`config.mk`:
```
export PLATFORM = sky130hd
export DESIGN_NAME = fletcher_framed_packet_sender
export DESIGN_NICKNAME = d
export VERILOG_FILES = /design/src/rtl/fpks_pkg.sv /design/src/rtl/fpks_calc.sv /design/src/rtl/fletcher_framed_packet_sender.sv
export SDC_FILE = /design/constraint.sdc
export NUM_CORES = 1
export LEC_CHECK = 0
export BUFFER_PORTS_ARGS = -buffer_cell sky130_fd_sc_hd__buf_4
export CAP_MARGIN = 15
export CORE_ASPECT_RATIO = 0.6
export CORE_MARGIN = 5
export CORE_UTILIZATION = 55
export CTS_CLUSTER_DIAMETER = 100
export DETAILED_ROUTE_END_ITERATION = 10
export HOLD_SLACK_MARGIN = 0.15
export PLACE_DENSITY = 0.77
export REMOVE_ABC_BUFFERS = 1
export SYNTH_ARGS = -nofsm -noshare
export SYNTH_HDL_FRONTEND = slang
export SYNTH_SLANG_ARGS = --single-unit
```
`constraint.sdc`:
```
create_clock -name clk -period 6.7 [get_ports clk]
set_input_delay 0.67 -clock clk [delete_from_list [all_inputs] [get_ports clk]]
set_output_delay 0.67 -clock clk [all_outputs]
set_load 0.01 [all_outputs]
```
`src/rtl/fpks_pkg.sv`:
```
// Shared types and constants of the framed packet sender.
package fpks_pkg;

  localparam int unsigned MAX_RESULTS = 7;
  localparam int unsigned HDR_BYTES   = 5;
  localparam int unsigned CNT_W       = $clog2(MAX_RESULTS + 1);
  localparam int unsigned CFG_IDX_W   = 8;

  localparam logic [7:0] SYNC_FIRST_RESET  = 8'hB1;
  localparam logic [7:0] SYNC_SECOND_RESET = 8'h75;

  localparam logic [CFG_IDX_W-1:0] CFG_SYNC_FIRST  = CFG_IDX_W'(0);
  localparam logic [CFG_IDX_W-1:0] CFG_SYNC_SECOND = CFG_IDX_W'(1);

  typedef enum logic {
    OP_START   = 1'b0,
    OP_PAYLOAD = 1'b1
  } op_t;

  typedef struct packed {
    op_t         op;
    logic [7:0]  channel_id;
    logic [15:0] frame_length;
    logic [7:0]  payload_byte;
  } item_t;

  typedef struct packed {
    logic [7:0]  sum_a;
    logic [7:0]  sum_b;
    logic [15:0] bytes_remaining;
    logic        frame_open;
  } state_t;

  typedef struct packed {
    logic [CNT_W-1:0]             count;
    logic [MAX_RESULTS-1:0][7:0]  bytes;
    logic                         trailer;
  } result_t;

endpackage

```
`src/rtl/fpks_calc.sv`:
```
// Per-item framing and checksum logic: result bytes and next state.
module fpks_calc import fpks_pkg::*; (
  input  item_t      item,
  input  state_t     st,
  input  logic [7:0] sync_first,
  input  logic [7:0] sync_second,
  output result_t    res,
  output state_t     st_nxt
);

  always_comb begin
    logic [7:0]                 a;
    logic [7:0]                 b;
    logic [HDR_BYTES-1:0][7:0]  hdr;
    logic [15:0]                rem_dec;
    res     = '0;
    st_nxt  = st;
    a       = st.sum_a;
    b       = st.sum_b;
    rem_dec = st.bytes_remaining - 16'd1;
    hdr[0]  = sync_first;
    hdr[1]  = sync_second;
    hdr[2]  = item.channel_id;
    hdr[3]  = item.frame_length[15:8];
    hdr[4]  = item.frame_length[7:0];
    if (item.op == OP_START) begin
      a = 8'd0;
      b = 8'd0;
      for (int i = 0; i < HDR_BYTES; i++) begin
        a = a + hdr[i];
        b = b + a;
        res.bytes[i] = hdr[i];
      end
      st_nxt.sum_a = a;
      st_nxt.sum_b = b;
      if (item.frame_length == 16'd0) begin
        res.bytes[HDR_BYTES]     = a;
        res.bytes[HDR_BYTES + 1] = b;
        res.count                = CNT_W'(HDR_BYTES + 2);
        res.trailer              = 1'b1;
        st_nxt.frame_open        = 1'b0;
        st_nxt.bytes_remaining   = 16'd0;
      end else begin
        res.count              = CNT_W'(HDR_BYTES);
        st_nxt.frame_open      = 1'b1;
        st_nxt.bytes_remaining = item.frame_length;
      end
    end else if (st.frame_open && (st.bytes_remaining != 16'd0)) begin
      a = st.sum_a + item.payload_byte;
      b = st.sum_b + a;
      res.bytes[0]           = item.payload_byte;
      st_nxt.sum_a           = a;
      st_nxt.sum_b           = b;
      st_nxt.bytes_remaining = rem_dec;
      if (rem_dec == 16'd0) begin
        res.bytes[1]      = a;
        res.bytes[2]      = b;
        res.count         = CNT_W'(3);
        res.trailer       = 1'b1;
        st_nxt.frame_open = 1'b0;
      end else begin
        res.count = CNT_W'(1);
      end
    end
  end

endmodule

```
`src/rtl/fletcher_framed_packet_sender.sv`:
```
// Top level of the framed packet sender with a two-byte Fletcher-style trailer (8-bit sums modulo 256).
//
//  channel | handshake              | payload
//  --------+------------------------+------------------------------------------
//  in      | in_valid / in_ready    | in_op, in_channel_id, in_frame_length,
//          |                        | in_payload_byte
//  out     | out_valid / out_ready  | out_byte, out_run_last, out_frame_end
//  cfg     | cfg_valid / cfg_ready  | cfg_index, cfg_data
//
// Each item waits in the input register, then its 0 to 7 result bytes load into a
// shift buffer that sends one byte per cycle while out_ready is high; a payload item
// gives 1 result byte, or 3 with the trailer, a start item 5 or 7, and an item with
// no result none. Reset clears the sums, the frame state, the input register's valid
// flag and the shift buffer's count, and restores the sync bytes. A stalled output
// holds its byte; the single-entry input register takes one item, then drops in_ready.
module fletcher_framed_packet_sender import fpks_pkg::*; (
  input  logic                 clk,
  input  logic                 rst_n,
  input  logic                 in_valid,
  output logic                 in_ready,
  input  logic                 in_op,
  input  logic [7:0]           in_channel_id,
  input  logic [15:0]          in_frame_length,
  input  logic [7:0]           in_payload_byte,
  output logic                 out_valid,
  input  logic                 out_ready,
  output logic [7:0]           out_byte,
  output logic                 out_run_last,
  output logic                 out_frame_end,
  input  logic                 cfg_valid,
  output logic                 cfg_ready,
  input  logic [CFG_IDX_W-1:0] cfg_index,
  input  logic [7:0]           cfg_data
);

  logic                        hold_valid_r;
  item_t                       item_r;
  state_t                      st_r;
  state_t                      st_nxt;
  result_t                     res;
  logic [7:0]                  sync_first_r;
  logic [7:0]                  sync_second_r;
  logic [MAX_RESULTS-1:0][7:0] buf_r;
  logic [MAX_RESULTS-1:0][7:0] buf_nxt;
  logic [CNT_W-1:0]            cnt_r;
  logic [CNT_W-1:0]            cnt_nxt;
  logic                        trl_r;
  logic                        trl_nxt;
  logic                        last;
  logic                        out_xfer;
  logic                        load;

  fpks_calc u_calc (
    .item        (item_r),
    .st          (st_r),
    .sync_first  (sync_first_r),
    .sync_second (sync_second_r),
    .res         (res),
    .st_nxt      (st_nxt)
  );

  assign out_valid     = (cnt_r != '0);
  assign last          = (cnt_r == CNT_W'(1));
  assign out_xfer      = out_valid && out_ready;
  assign load          = hold_valid_r && (!out_valid || (out_xfer && last));
  assign in_ready      = !hold_valid_r || load;
  assign cfg_ready     = 1'b1;
  assign out_byte      = buf_r[0];
  assign out_run_last  = last;
  assign out_frame_end = last && trl_r;

  always_comb begin
    buf_nxt = buf_r;
    cnt_nxt = cnt_r;
    trl_nxt = trl_r;
    if (load) begin
      buf_nxt = res.bytes;
      cnt_nxt = res.count;
      trl_nxt = res.trailer;
    end else if (out_xfer) begin
      buf_nxt = buf_r >> 8;
      cnt_nxt = cnt_r - CNT_W'(1);
    end
  end

  always_ff @(posedge clk) begin
    if (!rst_n) begin
      hold_valid_r  <= 1'b0;
      st_r          <= '0;
      cnt_r         <= '0;
      trl_r         <= 1'b0;
      sync_first_r  <= SYNC_FIRST_RESET;
      sync_second_r <= SYNC_SECOND_RESET;
    end else begin
      if (in_ready) begin
        hold_valid_r <= in_valid;
      end
      if (load) begin
        st_r <= st_nxt;
      end
      cnt_r <= cnt_nxt;
      trl_r <= trl_nxt;
      if (cfg_valid && cfg_ready) begin
        if (cfg_index == CFG_SYNC_FIRST) begin
          sync_first_r <= cfg_data;
        end else if (cfg_index == CFG_SYNC_SECOND) begin
          sync_second_r <= cfg_data;
        end
      end
    end
  end

  always_ff @(posedge clk) begin
    buf_r <= buf_nxt;
    if (in_valid && in_ready) begin
      item_r.op           <= op_t'(in_op);
      item_r.channel_id   <= in_channel_id;
      item_r.frame_length <= in_frame_length;
      item_r.payload_byte <= in_payload_byte;
    end
  end

endmodule

```
==> results of run 1 <==
==> through the flow <==
step	instance area [µm²]	setup slack, ps
after detailed placement	9490	0.334
after CTS	10300	6.30
after global routing	10600	-166
after floorplan	8610	453
final	10600	58.5
after global placement	9490	211
==> cells in the final DEF, fill, tap and decap left out, types with 20 or more instances in the layout <==
| cell | n |
|---|---|
| buf_4 | 107 |
| nand2_1 | 99 |
| edfxtp_1 | 89 |
| o21ai_0 | 71 |
| nor2_1 | 64 |
| inv_1 | 64 |
| dfxtp_1 | 50 |
| ha_1 | 45 |
| a21oi_1 | 44 |
| xnor2_1 | 22 |
| fa_1 | 20 |
==> what timing repair did <==
item / 4_1_cts / 5_1_grt
resized for setup: 27 / 38
buffers inserted: 20 / 8
hold buffers: 0 / 0
pin swaps: 26 / 33
setup endpoints to repair: 2 / 3
==> worst min path at each step <==
| stage | startpoint | to | slack [ps] | depth (start not counted) |
|---|---|---|---|---|
| floorplan | st_r[27] | st_r[27] | 440 | 2 |
| global placement | st_r[21] | st_r[21] | 450 | 2 |
| detailed placement | st_r[27] | st_r[27] | 450 | 2 |
| CTS | in_payload_byte[5] | item_r[5] | 400 | 1 |
| global route | in_frame_length[7] | item_r[15] | 410 | 1 |
| finish | in_payload_byte[5] | item_r[5] | 410 | 1 |
==> sequential cells by signal (all words and copies together) (netlist names) <==
signal         flops
buf_r             48
sync_first_r       8
cnt_r              3
sync_second_r      8
st_r              33
hold_valid_r       1
item_r            33
out_byte           8
trl_r              1
==> metal layers <==
| metal | vias up | track usage | share of wire |
|---|---|---|---|
| met5 | - | 0 | 0 |
| met4 | 0 | 0.0802 | 0.029 |
| met3 | 76 | 0.0734 | 0.12 |
| met2 | 538 | 0.380 | 0.42 |
| met1 | 3558 | 0.399 | 0.43 |
| li1 | 3384 | - | - |
==> layout make-up <==
class                      instances  area, µm²
fill                            1135       4960
tap                              203        254
sequential                       143       3760
inverter                          67        251
timing repair buffer             107        803
multi-input combinational        651       4990
clock buffer                      20        437
clock inverter                    12        138
==> cell families after synthesis <==
kind of cell               count (synthesis)  synth area share
AOI/OAI and AO/OA                        246             0.177
xor gates and xnor gates                  47            0.0465
adders and majority gates                 82             0.137
buffers and inverters                    117            0.0561
DFF                                      143             0.424
muxes                                     21            0.0242
other                                      1          0.000423
and+or+nand+nor                          254             0.135
==> results.cfg, run 1 <==
[sta]
tns_ps = 0
fin_crit_ps = 6640
setup_violations = 0
finalHoldViolCount = 0
report.final.slew_viol_count = 0
period_share = 0.991
finClkSkew_ps = 9.71
hold-worst-slack_ps = 406
fmax_mhz = 151
worst_pin_slew_ps = 1020
slew_headroom = 0.320

[clock_network]
h-tree-depth = 4
cts.sinks = 143
cts-buffers-inserted = 17
clockBufferDepth = 2
tritoncts = built
path_clk_slew_ps = 70
cts_root_buf = clkbuf_16
clkLatencyLatePin_ps = 440

[layout]
n_antenna_cell = 0
syn_to_final_growth_pct = 20.0
layout-drive-gt1-share = 0.215
fin_util = 0.682
final_cell_count_no_fill = 1203
layout.nets = 1123

[die]
num_rows = 35
io_pins = 67
die_area_um2 = 18800
dieWidth_um = 174
design.core.area_um2 = 15600
chipHeight_um = 108
start_util = 0.568

[route]
drt_iter0_drc = 1006
avgViaCountPerCell = 6.28
drt-total-wl_um = 26100
drc = 0
first_pass_iters = 6
vias = 7556
ant_nets = 0
drt-wirelength-per-cell_um = 21.7

[setup_path]
cp.arrival_ps = 6920
crit_fanout = 3
cpMostUsedCell = a21oi_2
cpMaxStageDelayCell = fa_2
slowest_delay_ps = 560
crit_cells = 26
r2r_end = buf_r[55]
crit_end = buf_r[55]
cp.required_ps = 6980
cp.buffers_inverters = 5
r2r_cells = 26
startpoint = sync_second_r[0]
r2r-start = sync_second_r[0]
crit_family = adder cells
cp-end-kind = flip-flop
cp-start-kind = flip-flop
criticalPathCategory = reg -> reg
regToRegSetupSlack_ps = 60

[placement]
placed_cells = 1143
gp_congestion = 0.967
hpwl_um = 17200
io_buffers = 65

[min_path]
hp-class = in -> reg

[grt]
track_usage = 0.268
grt_pass1_vias = 7088
gr-total-overflow = 0
grt_max_degree = 62
grt_pass1_wl_um = 39100
antenna_found_initial = 0

[logic_synthesis]
synth-seq-cells = 143
synth_ff_type = edfxtp_1
ys_top_cells_by_area = edfxtp_1, dfxtp_1, ha_1
ys_types = 63
seq_area_frac_synth = 0.424
synth_area_per_cell_um2 = 9.72
synth_edf_count = 89
synthArstFlopShare = 0
synth.largest_area_cell = edfxtp_1
yosysMostFrequentCell = nand2_1
yosys.area.top_type_share = 0.302
syn_inst = 911
synth_commonest_cells = nand2_1, edfxtp_1, o21ai_0
ys_warn_count = 0
syn-cell-area_um2 = 8860

[run_status]
outcome = complete, no violations

[flow_run]
max-cap-violations = 0
Power of run 1 is left out: the tool's default activity adds up to more than one toggle a clock period on the data nets, which glitch-free logic cannot reach.
==> inputs of run 2 (changes only) <==
Settings changed: ABC_AREA set to 1, PLACE_DENSITY 0.77 to 0.74.
==> run 2 against run 1 <==
Clock skew is 5.9 ps higher. Highest routed layer unchanged. Core utilization is 0.68 points lower. Die area is 2.9% higher. Non-clock buffer count is 4 lower. Sequential share of layout area is 1.2 points lower. Worst hold slack worse by 2.6 ps. Count of clock-buffer cells in the layout is 2 lower. Final area is 3.3% higher.
==> results.cfg, run 2 <==
[grt]
use_met2 = 0.385
grt_max_degree = 66
antenna_found_initial = 0
grt_pass1_wl_um = 40600
gr-max-usage-layer = met1
met3_usage = 0.110
grt_pass1_vias = 7426
gr-total-overflow = 0
grt_use_met1 = 0.407
track_usage = 0.278

[logic_synthesis]
seq_area_frac_synth = 0.411
ys_types = 47
synth_ff_type = edfxtp_1
synth_commonest_cells = nand2_1, inv_1, edfxtp_1
ys_warn_count = 0
synth-seq-cells = 143
syn_inst = 1082
synth_edf_count = 89
synthArstFlopShare = 0
syn-cell-area_um2 = 9140
yosysMostFrequentCell = nand2_1
ys_top_cells_by_area = edfxtp_1, dfxtp_1, nand2_1
synth_area_per_cell_um2 = 8.45
synth.largest_area_cell = edfxtp_1
yosys.area.top_type_share = 0.292

[route]
first_pass_iters = 5
ant_nets = 0
drc = 0
drt-total-wl_um = 26800
vias = 7864
drt-wirelength-per-cell_um = 19.1
drt_iter0_drc = 931
avgViaCountPerCell = 5.60

[setup_path]
cp.arrival_ps = 6850
crit_fanout = 4
slowest_delay_ps = 530
r2r-start = sync_second_r[0]
regToRegSetupSlack_ps = 20
cpMaxStageDelayCell = fa_1
criticalPathCategory = reg -> reg
cp-start-kind = flip-flop
r2r_end = buf_r[55]
cp-end-kind = flip-flop
r2r_cells = 38
cp.required_ps = 6870

[min_path]
min_to = item_r[24]
worst_hold_path.num_cells = 1
hp-class = in -> reg
hp-start = in_channel_id[0]

[layout]
layout.nets = 1300
largest_register_ffs = 48
syn_to_final_growth_pct = 20.2
layout-drive-gt1-share = 0.200
final_common_cell = nand2_1
largest_register = buf_r
n_antenna_cell = 0
final_cell_mix = nand2_1, inv_1, buf_4
multiInputGateArea_um2 = 5010
regArea_um2 = 3760
nFillCells = 1255
top_regs = buf_r: 48 flops, item_r: 33 flops, st_r: 33 flops

[run_status]
outcome = complete, no violations

[clock_network]
clkLatencyLatePin_ps = 440
cts.sinks = 143
tritoncts = built
clockBufferDepth = 2
cts-buffers-inserted = 17
hold_buffers = 0
h-tree-depth = 4
path_clk_slew_ps = 70
cts_root_buf = clkbuf_16

[placement]
hpwl_um = 19200
gp_congestion = 0.975
io_buffers = 65
dp_slack_ps = -169

[die]
io_pins = 67
num_rows = 36
start_util = 0.562
design.core.area_um2 = 16300
dieWidth_um = 176
chipHeight_um = 110
die_area_um2 = 19400

[sta]
fin_crit_ps = 6680
period_share = 0.997
finalHoldViolCount = 0
report.final.slew_viol_count = 0
fmax_mhz = 150
worst_slack_ps = 20.9
worst_pin_slew_ps = 981
slew_headroom = 0.345
finClkSkew_ps = 15.6
grt_setup_unrepaired = true
setup_violations = 0

[flow_run]
max-cap-violations = 0
-- run 2: metal layers --
layer  vias to the layer above  routed length (µm)
li1                       3762                   -
met1                      3634               12100
met2                       414               10600
met3                        54                3610
met4                         0                 505
met5                         -                   0
-- run 2: logic make-up (layout without fill, tap and decap cells) --
group / after synthesis / after routing / share of synthesized area
DFF: 143 / 143 / 0.411
AOI/OAI and AO/OA: 199 / 199 / 0.128
xor gates and xnor gates: 43 / 43 / 0.0420
other: 1 / 1 / 0.000410
adders and majority gates: 82 / 82 / 0.133
and+or+nand+nor: 425 / 425 / 0.201
buffers and inverters: 189 / 284 / 0.0845
-- run 2: worst max path at each step --
stage | from | to | slack, ps | depth (start not counted)
CTS | sync_first_r[0] | buf_r[55] | 20 | 37
detailed placement | sync_first_r[0] | buf_r[55] | -170 | 37
global route | sync_second_r[0] | buf_r[55] | -320 | 38
finish | sync_second_r[0] | buf_r[55] | 20 | 38
global placement | sync_first_r[0] | buf_r[55] | 110 | 35
floorplan | sync_first_r[0] | buf_r[55] | 220 | 36
-- run 2: layout make-up --
cell class              count  share of cell area
multi-input cells         750               0.457
repair buffers            103              0.0708
clock buffers              18              0.0400
flip-flops and latches    143               0.342
well taps                 228              0.0260
inverters                 149              0.0512
clock inverters            14              0.0131
-- run 2: what timing repair did --
item                       in CTS  in global routing
pin swaps                       8                 42
setup endpoints to repair       2                  4
gates resized for setup        22                 55
setup buffers                   6                  3
-- run 2: metrics by stage --
step / TNS, ps / instance area [µm²] / hold WS (ps) / util / instances
floorplan: 0 / 8920 / 445 / - / 1042
global placement: 0 / 9920 / 454 / 0.610 / 1364
detailed placement: -276 / 9920 / 465 / 0.610 / 1364
CTS: 0 / 10700 / 398 / 0.657 / 1402
global route: -788 / 11000 / 394 / 0.675 / 1405
finish: 0 / 11000 / 404 / 0.675 / 1405
-- run 2: worst max-delay path: cells and delay by family, from the launching register on --
family | cells | cell delay (ps)
and+or+nand+nor | 15 | 1350
AOI/OAI and AO/OA | 2 | 300
adders and majority gates | 9 | 3170
DFF | 1 | 340
buffers and inverters | 8 | 500
xor gates and xnor gates | 4 | 750
Power of run 2 is left out for the same reason.
